`config.mk`:
```
export PLATFORM = sky130hd
export DESIGN_NAME = button_debounce_event_detector
export DESIGN_NICKNAME = d
export VERILOG_FILES = /design/src/hdl/bde_pkg.sv /design/src/hdl/button_debounce_event_detector.sv /design/src/hdl/bde_lane.sv /design/src/hdl/bde_merge.sv
export SDC_FILE = /design/constraint.sdc
export NUM_CORES = 1
export LEC_CHECK = 0
export BUFFER_PORTS_ARGS = -buffer_cell sky130_fd_sc_hd__buf_2
export CAP_MARGIN = 20
export CORE_ASPECT_RATIO = 1.25
export CORE_MARGIN = 2
export CORE_UTILIZATION = 40
export DETAILED_ROUTE_END_ITERATION = 8
export SETUP_SLACK_MARGIN = 0.05
export SLEW_MARGIN = 0
export SYNTH_ARGS = -nofsm -noshare
export SYNTH_HDL_FRONTEND = slang
export SYNTH_SLANG_ARGS = --single-unit
```
`constraint.sdc`:
```
create_clock -name clk -period 4 [get_ports clk]
set_input_delay 0.4 -clock clk [delete_from_list [all_inputs] [get_ports clk]]
set_output_delay 0.4 -clock clk [all_outputs]
set_load 0.05 [all_outputs]
```
`src/hdl/bde_pkg.sv`:
```
package bde_pkg;

    localparam int BUTTON_COUNT_DEFAULT = 10;
    localparam int FIELD_WIDTH          = 10;
    localparam int MM_WIDTH             = 8;
    localparam int HOLD_WIDTH           = 16;
    localparam int CFG_INDEX_WIDTH      = 2;
    localparam int CFG_DATA_WIDTH       = 16;

    localparam logic [MM_WIDTH-1:0]   MM_THRESHOLD_RESET   = MM_WIDTH'(5);
    localparam logic [HOLD_WIDTH-1:0] HOLD_THRESHOLD_RESET = HOLD_WIDTH'(200);
    localparam logic [HOLD_WIDTH-1:0] HOLD_LIMIT_RESET     = HOLD_WIDTH'(200);
    localparam logic [MM_WIDTH-1:0]   MM_MAX               = '1;

    typedef enum logic [CFG_INDEX_WIDTH-1:0] {
        REG_MISMATCH_THRESHOLD = 2'd0,
        REG_HOLD_THRESHOLD     = 2'd1,
        REG_HOLD_LIMIT         = 2'd2
    } cfg_reg_t;

    typedef struct packed {
        logic                   scan_enable;
        logic [FIELD_WIDTH-1:0] raw_levels;
    } bde_in_t;

    typedef struct packed {
        logic [FIELD_WIDTH-1:0] clean_levels;
        logic [FIELD_WIDTH-1:0] press_mask;
        logic [FIELD_WIDTH-1:0] release_mask;
        logic [FIELD_WIDTH-1:0] hold_instant_mask;
        logic [FIELD_WIDTH-1:0] hold_continuous_mask;
    } bde_out_t;

    typedef struct packed {
        logic [MM_WIDTH-1:0]   mismatch_threshold;
        logic [HOLD_WIDTH-1:0] hold_threshold;
        logic [HOLD_WIDTH-1:0] hold_limit;
    } bde_cfg_t;

    typedef struct packed {
        logic clean;
        logic press;
        logic release_evt;
        logic hold_instant;
        logic hold_continuous;
    } lane_evt_t;

endpackage

```
`src/hdl/button_debounce_event_detector.sv`:
```
// Debounces up to BUTTON_COUNT buttons (at most FIELD_WIDTH reported) and
// reports per-tick press, release, hold-instant and hold-continuous masks.
// One beat in gives one beat out; all buttons are handled by parallel lanes,
// so a tick is taken every cycle unless the input stalls, and its result is
// registered. The input stalls only while the output register is full and
// not being drained. Configuration writes take effect on the next cycle.
module button_debounce_event_detector #(
    parameter int BUTTON_COUNT = bde_pkg::BUTTON_COUNT_DEFAULT
) (
    input  logic                                    clk,
    input  logic                                    rst_n,
    input  logic                                    cfg_write,
    input  logic [bde_pkg::CFG_INDEX_WIDTH-1:0]     cfg_index,
    input  logic [bde_pkg::CFG_DATA_WIDTH-1:0]      cfg_data,
    input  logic                                    in_valid,
    output logic                                    in_ready,
    input  bde_pkg::bde_in_t                        in_data,
    output logic                                    out_valid,
    input  logic                                    out_ready,
    output bde_pkg::bde_out_t                       out_data
);
    import bde_pkg::*;

    bde_cfg_t                      cfg_reg, cfg_next;
    lane_evt_t [BUTTON_COUNT-1:0]  evt;
    logic                          take;
    logic                          step;

    always_comb
    begin
        cfg_next = cfg_reg;
        if (cfg_write)
        begin
            unique case (cfg_index)
                REG_MISMATCH_THRESHOLD: cfg_next.mismatch_threshold = cfg_data[MM_WIDTH-1:0];
                REG_HOLD_THRESHOLD:     cfg_next.hold_threshold     = cfg_data[HOLD_WIDTH-1:0];
                REG_HOLD_LIMIT:         cfg_next.hold_limit         = cfg_data[HOLD_WIDTH-1:0];
                default:                cfg_next = cfg_reg;
            endcase
        end
    end

    always_ff @(posedge clk or negedge rst_n)
    begin
        if (!rst_n)
        begin
            cfg_reg.mismatch_threshold <= MM_THRESHOLD_RESET;
            cfg_reg.hold_threshold     <= HOLD_THRESHOLD_RESET;
            cfg_reg.hold_limit         <= HOLD_LIMIT_RESET;
        end
        else
        begin
            cfg_reg <= cfg_next;
        end
    end

    assign in_ready = ~out_valid | out_ready;
    assign take     = in_valid & in_ready;
    assign step     = take & in_data.scan_enable;

    for (genvar g = 0; g < BUTTON_COUNT; g++)
    begin : g_lane
        logic level;
        if (g < FIELD_WIDTH)
        begin : g_bit
            assign level = in_data.raw_levels[g];
        end
        else
        begin : g_none
            assign level = 1'b0;
        end

        bde_lane u_lane (
            .clk   (clk),
            .rst_n (rst_n),
            .step  (step),
            .level (level),
            .cfg   (cfg_reg),
            .evt   (evt[g])
        );
    end

    bde_merge #(
        .BUTTON_COUNT (BUTTON_COUNT)
    ) u_merge (
        .clk         (clk),
        .rst_n       (rst_n),
        .take        (take),
        .scan_enable (in_data.scan_enable),
        .evt         (evt),
        .out_valid   (out_valid),
        .out_ready   (out_ready),
        .out_data    (out_data)
    );

endmodule

```
`src/hdl/bde_lane.sv`:
```
module bde_lane (
    input  logic                clk,
    input  logic                rst_n,
    input  logic                step,
    input  logic                level,
    input  bde_pkg::bde_cfg_t   cfg,
    output bde_pkg::lane_evt_t  evt
);
    import bde_pkg::*;

    logic                  acc_reg, acc_next;
    logic                  clean_reg, clean_next;
    logic [MM_WIDTH-1:0]   mm_reg, mm_next, mm_inc;
    logic [HOLD_WIDTH-1:0] stable_reg, stable_next, stable_inc;
    logic                  accept;

    always_comb
    begin
        mm_inc = mm_reg;
        if (level != acc_reg && mm_reg != MM_MAX)
        begin
            mm_inc = mm_reg + MM_WIDTH'(1);
        end
        accept = (mm_inc >= cfg.mismatch_threshold);
        stable_inc = stable_reg;
        if (stable_reg < cfg.hold_limit)
        begin
            stable_inc = stable_reg + HOLD_WIDTH'(1);
        end

        acc_next    = acc_reg;
        clean_next  = clean_reg;
        mm_next     = mm_reg;
        stable_next = stable_reg;
        if (step)
        begin
            if (accept)
            begin
                acc_next    = level;
                clean_next  = level;
                mm_next     = '0;
                stable_next = '0;
            end
            else
            begin
                mm_next     = mm_inc;
                stable_next = stable_inc;
            end
        end

        evt.clean           = accept ? level : clean_reg;
        evt.press           = accept & level;
        evt.release_evt     = accept & ~level;
        evt.hold_instant    = ~accept & clean_reg & (stable_inc >= cfg.hold_threshold);
        evt.hold_continuous = clean_reg;
    end

    always_ff @(posedge clk or negedge rst_n)
    begin
        if (!rst_n)
        begin
            acc_reg    <= 1'b0;
            clean_reg  <= 1'b0;
            mm_reg     <= '0;
            stable_reg <= '0;
        end
        else
        begin
            acc_reg    <= acc_next;
            clean_reg  <= clean_next;
            mm_reg     <= mm_next;
            stable_reg <= stable_next;
        end
    end

endmodule

```
`src/hdl/bde_merge.sv`:
```
module bde_merge #(
    parameter int BUTTON_COUNT = bde_pkg::BUTTON_COUNT_DEFAULT
) (
    input  logic                                    clk,
    input  logic                                    rst_n,
    input  logic                                    take,
    input  logic                                    scan_enable,
    input  bde_pkg::lane_evt_t [BUTTON_COUNT-1:0]   evt,
    output logic                                    out_valid,
    input  logic                                    out_ready,
    output bde_pkg::bde_out_t                       out_data
);
    import bde_pkg::*;

    bde_out_t merged;
    bde_out_t data_reg, data_next;
    logic     valid_reg, valid_next;

    always_comb
    begin
        merged = '0;
        for (int i = 0; i < FIELD_WIDTH; i++)
        begin
            if (i < BUTTON_COUNT && scan_enable)
            begin
                merged.clean_levels[i]         = evt[i].clean;
                merged.press_mask[i]           = evt[i].press;
                merged.release_mask[i]         = evt[i].release_evt;
                merged.hold_instant_mask[i]    = evt[i].hold_instant;
                merged.hold_continuous_mask[i] = evt[i].hold_continuous;
            end
        end
    end

    always_comb
    begin
        data_next  = data_reg;
        valid_next = valid_reg & ~out_ready;
        if (take)
        begin
            data_next  = merged;
            valid_next = 1'b1;
        end
    end

    always_ff @(posedge clk or negedge rst_n)
    begin
        if (!rst_n)
        begin
            valid_reg <= 1'b0;
        end
        else
        begin
            valid_reg <= valid_next;
        end
    end

    always_ff @(posedge clk)
    begin
        data_reg <= data_next;
    end

    assign out_valid = valid_reg;
    assign out_data  = data_reg;

    a_press_release_disjoint: assert property (@(posedge clk) disable iff (!rst_n)
        valid_reg |-> ((data_reg.press_mask & data_reg.release_mask) == '0))
        else $error("press and release on same button");

    a_hold_instant_clean: assert property (@(posedge clk) disable iff (!rst_n)
        valid_reg |-> ((data_reg.hold_instant_mask & ~data_reg.clean_levels) == '0))
        else $error("hold instant on released button");

    a_hold_instant_no_edge: assert property (@(posedge clk) disable iff (!rst_n)
        valid_reg |-> ((data_reg.hold_instant_mask & data_reg.press_mask) == '0))
        else $error("hold instant with press");

    a_idle_tick_zero: assert property (@(posedge clk) disable iff (!rst_n)
        (take && !scan_enable) |=> (valid_reg && data_reg == '0))
        else $error("disabled tick gave nonzero beat");

endmodule

```
# Word-level counts from Yosys, hierarchy flattened
# Index checks and enable logic that the tools add are counted.
# word_totals
in_bits	34
output_inout_bits	52
regBits	351
# op_classes
n_mux	51
reduce_logical	24
n_addsub	20
order_cmp	30
n_eq_ne	22
bitwise_logic	66
# ops
op	n
16-bit two-way mux	20
16-bit by 1-bit adder with 16-bit output (second input constant)	10
16-bit greater-or-equal comparator	10
16-bit less-than comparator	10
8-bit two-way mux	20
8-bit by 1-bit adder with 8-bit output (second input constant)	10
8-bit greater-or-equal comparator	10
8-bit != test (second input constant)	10
1-bit AND	43
2-bit AND reduction	13
1-bit inverter	22
1-bit two-way mux	11
1-bit logical AND	10
1-bit != test	10
2-bit by 1-bit equality test with 1-bit output (second input constant)	1
2-bit equality test (second input constant)	1
2-bit zero test	1
1-bit bitwise OR	1

# Depth between registers and ports, before layout
# logic_depth
ltp_word	7
depth_mapped	19
ltp_nobuf	17

# Modules after synthesis
# From an unflattened synthesis, not the netlist that was laid out.
# unflattened
hier_cells	3500
area_unflattened_um2	30933.4
# modules_own_cells
module	seq_area_each_um2	cells_per_inst	n_inst	area_per_inst_um2
bde_lane at g_lane[0].u_lane ...	650.6	330	9	2741.4
bde_lane at g_lane[5].u_lane	650.6	334	1	2781.4
bde_merge	1526.5	108	1	1925.6
button_debounce_event_detector	1011.0	88	1	1554.0

# Least setup slack after synthesis
# OpenSTA, ideal clock, no wires.
# synth_timing
path_type	register to register
start	register u_merge.valid_reg, in the netlist u_merge.out_valid
end	register g_lane[9].u_lane.stable_reg[13]
path_stages_with_launch	8
arrival_ns	3.757
n_path_buf	1
slack_ns	0.147
synth_period_minus_slack_ns	3.853
cell_sequence	dfrtp_1 -> nand2b_1 -> and2_1 -> nand2_1 -> clkbuf_1 -> nor2_1 -> nand3_1 -> o31ai_1
# synth_between
elab_chain_cells	4
# synth_rtl
element	line_no	rtl
start: declaration	bde_merge.sv:17	logic valid_reg, valid_next;
start signal: assignment	bde_merge.sv:54	valid_reg <= valid_next;
1-bit inverter	button_debounce_event_detector.sv:57	assign in_ready = ~out_valid | out_ready;
1-bit bitwise OR	button_debounce_event_detector.sv:57	
via in_ready	button_debounce_event_detector.sv:16	output logic in_ready,
1-bit AND	button_debounce_event_detector.sv:58	assign take = in_valid & in_ready;
via take	button_debounce_event_detector.sv:26	logic take;
1-bit AND	button_debounce_event_detector.sv:59	assign step = take & in_data.scan_enable;
end signal: assignment	bde_lane.sv:72	stable_reg <= stable_next;
end: declaration	bde_lane.sv:14	logic [HOLD_WIDTH-1:0] stable_reg, stable_next, stable_inc;
# The timed path passes the listed nets, and every way through them passes these cells.
# A chain may end at the register's enable or synchronous reset.

# Worst setup path after layout
# layout_timing
start	register cfg_reg[7] (netlist name)
end	register u_merge.data_reg, in the netlist u_merge.out_data[18] (data pin)
# layout_between
elab_chain_cells	4
# layout_rtl
element	line_no	rtl
start: declaration	button_debounce_event_detector.sv:24	bde_cfg_t cfg_reg, cfg_next;
start signal: assignment	button_debounce_event_detector.sv:53	cfg_reg <= cfg_next;
16-bit less-than comparator	bde_lane.sv:26	if (stable_reg < cfg.hold_limit)
16-bit two-way mux	bde_lane.sv:26	
16-bit greater-or-equal comparator	bde_lane.sv:54	evt.hold_instant = ~accept & clean_reg & (stable_inc >= cfg.hold_threshold);
1-bit AND	bde_lane.sv:54	
end signal: assignment	bde_merge.sv:60	data_reg <= data_next;
end: declaration	bde_merge.sv:16	bde_out_t data_reg, data_next;
# Every way passes these cells.

==> flow_summary.json <==
{
  "largest_reg_flops": 160,
  "syn-cell-area_um2": 28200,
  "die_x_um": 242,
  "grt.overflow.total": 0,
  "holdPathStages": 2,
  "areaGrowthSynthToFinish_pct": 17.9,
  "fin_crit_sh": 0.984,
  "diodes": 0,
  "maxSlewViolCount": 0,
  "synth_fa_ha_area_frac": 0.182,
  "synth_top_family_by_area": "compound AO/OA/AOI/OAI gates",
  "clock_skew_ns": 0.0338,
  "totalWireLength_mm": 92.1,
  "relSlewSlack": 0.262,
  "die_y_um": 301,
  "path_cells": "inv_1, buf_4, ha_1, a211oi_2, o211ai_1, a211oi_2, nand4_1, buf_12, buf_12, or2_4, xnor2_2, ha_1, o21ai_1, a21oi_1, nor3_1, nor2_1, o311a_1",
  "cts_htree_levels": 2,
  "maxCapViolCount": 0,
  "die_area_um2": 72800,
  "cts.clk_slew.worst_paths_ns": 0.07,
  "synth_flop_cell": "dfrtp_1",
  "ys_warn_count": 0,
  "ys_seq_area_frac": 0.320,
  "core-area_um2": 69700,
  "gr-usage-all-layers": 0.247,
  "drt_pass1_iterations": 8,
  "synthCells": 3134,
  "cp.required_ns": 4.33,
  "grt_max_degree": 91,
  "synth_top_cell_by_area": "dfrtp_1",
  "rsz0062_at_grt": "yes",
  "worstMarginPinSlew_ns": 1.11,
  "max_freq_ghz": 0.254,
  "clockBufferDepth": 3,
  "timing.final.hold_violations": 0,
  "synth_xor_area_frac": 0.0719,
  "fillCellCount": 6733,
  "muxShareOfSynthArea": 0.0240,
  "vias": 25300,
  "clock-root-buffer": "clkbuf_16",
  "cpMaxStageDelayCell": "dfstp_2",
  "grt_pass1_vias": 24000,
  "synth_nets": 3578,
  "min_path_type": "primary input to flop",
  "cts_tree": "done",
  "peakVddDrop_mv": 0.294,
  "antenna_found_initial": 1,
  "p_per_area_nw_per_um2": 559,
  "first_iter_violations": 1953,
  "synth_top_area_frac": 0.260,
  "critical_path_class": "flop to flop",
  "synthTopCellsByArea": "dfrtp_1 26%, ha_1 18%, edfxtp_1 5.3%, o21ai_0 5.1%, nand2_1 5.0%",
  "post_drt_wl_per_cell_um": 21.3,
  "start_kind": "flop",
  "worst-path-max-fanout": 7,
  "placementRows": 108,
  "grt_pass1_wl_mm": 140,
  "rrSetupSlack_ns": 0.06,
  "synthArstFlopShare": 0.858,
  "hpwlAfterDp_mm": 64.5,
  "ys_types": 78,
  "min_period_ns": 3.94,
  "drive_above_1_share": 0.170,
  "synth-edff-count": 50,
  "synth_compound_area_frac": 0.199,
  "drc": 0,
  "port_buffers": 85,
  "syn_avg_cell_area_um2": 9.01,
  "power.total_mw": 18.6,
  "place_congestion": 0.922,
  "synth_simple_gate_area_frac": 0.173,
  "yosysMostFrequentCell": "ha_1",
  "ant_nets": 0,
  "p_leak_nw": 15.1,
  "synth.top_cells.by_count": "410 x ha_1, 376 x nand2_1, 293 x dfrtp_1",
  "cts_sinks": 351,
  "final_util": 0.477,
  "ys_ff_latch": 351,
  "io_pins": 86,
  "cts_buffers": 43,
  "setup_viol": 0,
  "r2r_cells": 17,
  "max_stage_delay_ns": 0.53,
  "insertion_delay_ns": 0.58,
  "viasPerCell": 5.85,
  "arrival_ns": 4.27,
  "status": "completed",
  "end_kind": "flop",
  "initial_core_util": 0.405,
  "layout.nets": 3801
}
per-layer routing:
layer	vias to the layer above	GRT usage	routed length (µm)
met5	-	0	11
met4	2	0.112	4530
met3	216	0.0339	5280
met2	747	0.412	42800
met1	12100	0.318	39500
li1	12200	-	-
report_power, final:
part	leakage, nW	switching, mW	internal, mW
sequential	4.23	1.06	4.41
clock	0.690	1.70	2.31
combinational	10.2	5.18	3.95
total	15.1	7.94	10.7
kinds of logic after synthesis:
family | after synthesis
muxes | 61
and+or+nand+nor | 1000
buffers and inverters | 220
DFF | 351
xor gates and xnor gates | 232
adders and majority gates | 410
AOI/OAI and AO/OA | 860
final timing paths:
path / start / end
max: cfg_reg[7] / u_merge.out_data[18]
min: in_valid / u_merge.out_valid
max reg2reg: cfg_reg[7] / u_merge.out_data[18]
min reg2reg: g_lane[2].u_lane.clean_reg / g_lane[2].u_lane.clean_reg
max in group asynchronous: rst_n / cfg_reg[22]
min in group asynchronous: rst_n / g_lane[6].u_lane.mm_reg[5]
cells in the final DEF (no fill, tap or decap), drive strengths merged, types with 9 or more instances in the layout:
cell,instances
nand2b,31
o21ai,293
o31ai,89
a41oi,30
a22o,12
xnor2,149
o211ai,25
buf,316
dfrtp,293
a211oi,31
clkbuf,55
and3,68
nor2,152
a2111oi,9
and2,22
a21oi,146
mux2,53
inv,82
o41ai,20
a21o,64
o311ai,23
edfxtp,50
nand2,377
nand3,119
o21a,19
nor2b,25
nor3,27
xor2,83
clkinv,15
nand4,82
or3,18
ha,410
a31oi,41
and4,28
or4,28
layout make-up:
cell class | instances | area [µm²] | area share
flip-flops and latches | 351 | 9040 | 0.272
clock buffers | 55 | 1190 | 0.0358
inverters | 81 | 315 | 0.00947
well taps | 935 | 1170 | 0.0351
multi-input cells | 2563 | 18900 | 0.568
clock inverters | 23 | 213 | 0.00639
repair buffers | 317 | 2440 | 0.0733
worst max-delay path, delay by kind of cell, from the launching register on:
family                   cells  cell delay [ns]
XOR/XNOR                     1             0.14
flip-flops                   1             0.53
AND/OR/NAND/NOR              4             0.69
AO/OA/AOI/OAI                6             1.10
buffers and inverters        4             0.55
adder cells (fa/ha/maj)      2             0.67
stage by stage:
step	std cells	TNS (ns)	hold slack (ns)	area [µm²]	worst slack [ns]
3_3_place_gp	4202	0	0.458	30900	0.0241
4_1_cts	4290	0	0.00686	32500	0.0607
5_1_grt	4325	-0.399	0.0479	33300	-0.108
6_report	4325	0	0.0327	33300	0.0636
3_5_place_dp	4202	-0.0101	0.476	30900	-0.00630
2_1_floorplan	3134	0	0.104	28200	0.147
what timing repair did:
action / CTS / global route
hold endpoints to repair: 81 / 0
hold buffers: 1 / 0
setup endpoints to repair: 6 / 28
resized for setup: 17 / 144
pin swaps: 5 / 88
cloned: 0 / 2
buffers inserted: 9 / 34
Note: power is estimated with default switching activity, not from simulation.
